$ cat src/sv/mfd_pkg.sv
// package for the monochrome frame store drawing block
// transaction mode codes and the controller/datapath command and status structs
// no dependencies
`default_nettype none

package mfd_pkg;

  typedef logic [1:0] mfd_mode_t;

  localparam mfd_mode_t MODE_POINT = 2'd0;
  localparam mfd_mode_t MODE_RECT  = 2'd1;
  localparam mfd_mode_t MODE_CLEAR = 2'd2;
  localparam mfd_mode_t MODE_READ  = 2'd3;

  // controller to datapath
  typedef struct packed {
    logic start;     // load working registers, issue first store read
    logic rd;        // read the current column-page byte
    logic write;     // write back the merged byte
    logic advance;   // step to the next byte of the rectangle
    logic clr_step;  // write zero at the sweep address and step it
    logic load_out;  // load the result register
  } mfd_cmd_t;

  // datapath to controller
  typedef struct packed {
    logic rect_empty;  // incoming rectangle has zero width or height
    logic last_byte;   // current byte is the last of the item
    logic last_addr;   // sweep is at the last store address
  } mfd_sts_t;

endpackage

`default_nettype wire

$ cat src/sv/mfd_ctrl.sv
// controller of the frame store block: sequences read-modify-write, clear
// sweeps and read-back, owns the handshakes; uses mfd_pkg
`default_nettype none

module mfd_ctrl
  import mfd_pkg::*;
(
  input  wire logic       clk,
  input  wire logic       rst,
  input  wire logic       in_valid,
  input  wire logic [1:0] in_mode,
  output logic            in_ready,
  output logic            out_valid,
  input  wire logic       out_ready,
  input  wire mfd_sts_t   sts,
  output mfd_cmd_t        cmd
);

  localparam logic [2:0] S_IDLE  = 3'd0;
  localparam logic [2:0] S_WR    = 3'd1;
  localparam logic [2:0] S_RD    = 3'd2;
  localparam logic [2:0] S_CLR   = 3'd3;
  localparam logic [2:0] S_RDOUT = 3'd4;
  localparam logic [2:0] S_FIN   = 3'd5;

  logic [2:0] state;
  logic [2:0] state_next;
  logic       boot;
  logic       boot_next;
  logic       out_valid_next;
  logic       out_free;
  logic       finish;

  assign out_free = !out_valid || out_ready;
  assign in_ready = (state == S_IDLE);

  // next state and commands
  always_comb begin
    cmd        = '0;
    state_next = state;
    boot_next  = boot;
    finish     = 1'b0;
    unique case (state)
      S_IDLE: begin
        if (in_valid) begin
          cmd.start = 1'b1;
          unique case (in_mode)
            MODE_POINT: state_next = S_WR;
            MODE_RECT:  state_next = sts.rect_empty ? S_FIN : S_WR;
            MODE_CLEAR: state_next = S_CLR;
            MODE_READ:  state_next = S_RDOUT;
            default:    state_next = S_IDLE;
          endcase
        end
      end
      S_WR: begin
        cmd.write = 1'b1;
        if (sts.last_byte) begin
          finish = 1'b1;
        end else begin
          cmd.advance = 1'b1;
          state_next  = S_RD;
        end
      end
      S_RD: begin
        cmd.rd     = 1'b1;
        state_next = S_WR;
      end
      S_CLR: begin
        cmd.clr_step = 1'b1;
        if (sts.last_addr) begin
          if (boot) begin
            boot_next  = 1'b0;
            state_next = S_IDLE;
          end else begin
            finish = 1'b1;
          end
        end
      end
      S_RDOUT: finish = 1'b1;
      S_FIN:   finish = 1'b1;
      default: state_next = S_IDLE;
    endcase
    // hand the result over, or hold it until the output register frees
    if (finish) begin
      if (out_free) begin
        cmd.load_out = 1'b1;
        state_next   = S_IDLE;
      end else begin
        state_next = S_FIN;
      end
    end
  end

  assign out_valid_next = cmd.load_out || (out_valid && !out_ready);

  // state registers, reset starts the clearing pass
  always_ff @(posedge clk) begin
    if (rst) begin
      state     <= S_CLR;
      boot      <= 1'b1;
      out_valid <= 1'b0;
    end else begin
      state     <= state_next;
      boot      <= boot_next;
      out_valid <= out_valid_next;
    end
  end

  // result register is only overwritten once it is free
  a_load_free: assert property (@(posedge clk) disable iff (rst)
    cmd.load_out |-> (!out_valid || out_ready))
    else $error("result loaded over a pending transaction");

  // an accepted transaction always leaves idle
  a_accept_busy: assert property (@(posedge clk) disable iff (rst)
    (in_valid && in_ready) |=> (state != S_IDLE))
    else $error("accepted transaction left no work");

  // staying in the finish wait only happens behind an occupied output
  a_fin_blocked: assert property (@(posedge clk) disable iff (rst)
    ((state == S_FIN) && !cmd.load_out) |-> out_valid)
    else $error("finish wait without pending result");

  // no merged-byte writes, result loads or item acceptance during the reset clearing pass
  a_boot_quiet: assert property (@(posedge clk) disable iff (rst)
    boot |-> (!cmd.load_out && !cmd.write && !in_ready))
    else $error("activity during reset clearing pass");

endmodule

`default_nettype wire

$ cat config.mk
export PLATFORM = sky130hd
export DESIGN_NAME = mfd_ctrl
export DESIGN_NICKNAME = d
export VERILOG_FILES = /design/src/sv/mfd_pkg.sv /design/src/sv/mfd_ctrl.sv
export SDC_FILE = /design/constraint.sdc
export NUM_CORES = 1
export LEC_CHECK = 0
export CAP_MARGIN = 10
export CORE_AREA = 5 5 42 44
export DETAILED_ROUTE_END_ITERATION = 10
export DIE_AREA = 0 0 47 49
export DONT_BUFFER_PORTS = 1
export PLACE_DENSITY = 0.43
export SYNTH_ARGS = -nofsm -noshare
export SYNTH_HDL_FRONTEND = slang
export SYNTH_SLANG_ARGS = --single-unit
$ cat constraint.sdc
create_clock -name clk -period 1.3 [get_ports clk]
set_input_delay 0.13 -clock clk [delete_from_list [all_inputs] [get_ports clk]]
set_output_delay 0.13 -clock clk [all_outputs]
set_load 0.05 [all_outputs]
==> reports/metrics.yaml <==
synth_cells: 36
async_flop_share_pct: 0
dieWidth_um: 47
placed_cells: 62
rows: 14
fin_ws_ns: -0.132
synth_compound_area_share_pct: 29.9
rsz0062_at_grt: "yes"
end_kind: "primary output"
fp.dieH_um: 49
drc: 0
fin_cells: 71
path_clk_slew_ns: 0.04
cts_max_path_buffers: 2
wire_per_inst_um: 12.8
synth_edf_count: 0
postRouteAntennaNets: 0
critical_path_class: "flip-flop to primary output"
ys_seq_elements: 5
syn_nets: 45
status: "finished with violations"
synth.most_common_cell: "dfxtp_1"
track_usage_pct: 9.08
yosysTopAreaCell: "dfxtp_1"
ctsRootBufferMaster: "clkbuf_4"
antenna_cells: 0
synth_top_family_by_area: "simple AND/OR/NAND/NOR gates"
n_fill_cell: 145
insertion_delay_ns: 0.24
overflow: 0
skew_ns: 0.000900
cp.arrival_ns: 1.30
num_vias: 354
grt_antenna_before_repair: 0
synth_ff_type: "dfxtp_1"
syn_area_per_cell_um2: 8.48
synth_top_area_share_pct: 32.8
start_util_pct: 21.8
max_slew_margin_pct: 83.9
synth_common_cells: "dfxtp_1 (5), a21oi_1 (3), nor2_1 (3), o21ai_0 (3)"
syn-cell-area_um2: 305
cts_tree: "yes"
tns_ns: -0.250
seq_area_frac_synth_pct: 32.8
pin_count: 17
powerDensity_nw_per_um2: 1730
start_kind: "flip-flop"
die_area_um2: 2300
synth_cell_types: 20
crit_required_ns: 1.17
maxCapViolations: 0
leakage_nw: 0.248
hold_path.class: "input port to flip-flop"
cts_num_sinks: 5
io_buffers: 0
holdWs_ns: 0.0304
hold_violations: 0
setup_viol: 3
irDropWorstVdd_mv: 0.732
final_net_count: 65
viasPerCell: 4.99
synthSimpleGateAreaFrac_pct: 34.8
gp_congestion: 0.775
detailedPlace.worstSlack_ns: 0.0226
post-route-period-util_pct: 110
synth-xor-area-share_pct: 0
synthTopCellsByArea: "dfxtp_1 (33%), and3b_1 (5.7%), a21oi_1 (4.9%)"
routed_wl_um: 910
htreeDepth: 1
drt_iter0_drc: 2
grt_max_degree: 7
violations: "setup timing"
grt_pass1_wl_um: 1510
period_needed_ns: 1.43
fin_total_pwr_uw: 998
yosysWarningCount: 0
dp_hpwl_um: 732
area_growth_pct: 88.5
cp_max_fo: 2
slew_violations: 0
cts_inserted_buffers: 3
core_um2: 1400
synthAdderAreaFrac_pct: 0
tightest_slew_ns: 0.239
grt_pass1_vias: 404
drive_gt1_share_pct: 58.2
muxShareOfSynthArea_pct: 0
drt_first_pass_iters: 2
fmax_mhz: 698
==> cell usage in the layout, fill, tap and decap left out, drive strengths merged <==
cell         synthesis  layout
or2                  1       1
o21ai                3       3
nor3                 2       2
nor2b                2       2
dlygate4sd3          0       1
dfxtp                5       5
clkbuf               0       4
nand2                2       2
a21o                 1       1
inv                  2       2
o2bb2ai              1       1
and4bb               1       1
a21boi               1       1
and2                 2       2
and3b                3       3
o211ai               1       1
a2bb2oi              1       1
nand2b               1       1
nor2                 3       3
a21oi                3       3
buf                  0      14
a221oi               1       1
==> cells by family after synthesis <==
kind of cell           after synthesis
buffers and inverters                2
flip-flops                           5
AO/OA/AOI/OAI                       12
AND/OR/NAND/NOR                     17
==> through the flow <==
step           util, %  cell area [um2]
2_1_floorplan        -              350
3_3_place_gp      33.6              470
3_5_place_dp      33.6              470
4_1_cts           40.3              564
5_1_grt           41.1              576
6_report          41.1              576
==> routing by layer <==
metal / GRT usage [%] / up-vias / part of all wire (%)
met3: 2.95 / 2 / 6.5
li1: - / 170 / -
met1: 8.11 / 168 / 36
met4: 9.22 / 0 / 2.3
met2: 14.5 / 14 / 55
met5: 0 / - / 0
==> area by class of cell <==
type / instances / area [um2] / area share [%]
sequential: 5 / 108 / 18.7
tap: 16 / 20.0 / 3.48
timing repair buffer: 15 / 166 / 28.9
clock buffer: 4 / 26.3 / 4.57
multi-input combinational: 29 / 248 / 43.0
inverter: 2 / 7.51 / 1.30
==> timing repair <==
action | in CTS | in global routing
pin swaps | 4 | 1
setup buffers | 4 | 0
setup endpoints to repair | 5 | 8
hold endpoints to repair | 2 | 0
cloned | 0 | 0
hold buffers | 1 | 0
resized for setup | 9 | 3
==> flip-flops by register name, indices dropped and copies added (netlist names) <==
signal,cells
state,3
boot,1
out_valid,1
==> worst max-delay path, cell delays in order, from the launching register on <==
cell and delay [ns]:
dfxtp_2 0.33, and4bb_1 0.23, a221oi_4 0.26, nor2b_2 0.09, buf_12 0.15
==> worst paths after layout <==
path | endpoint | cells past startpoint | start | slack [ns]
worst min register to register | boot | 1 | boot | 0.46
worst max register to register | state[1] | 5 | state[2] | 0.03
worst max-delay path | cmd[0] | 4 | state[2] | -0.13
worst min-delay path | state[0] | 2 | rst | 0.03
==> power by group <==
group          switching [mW]  internal (mW)
clock                  0.0634          0.116
combinational           0.329          0.277
sequential             0.0248          0.188
(Power assumes the default switching activity.)
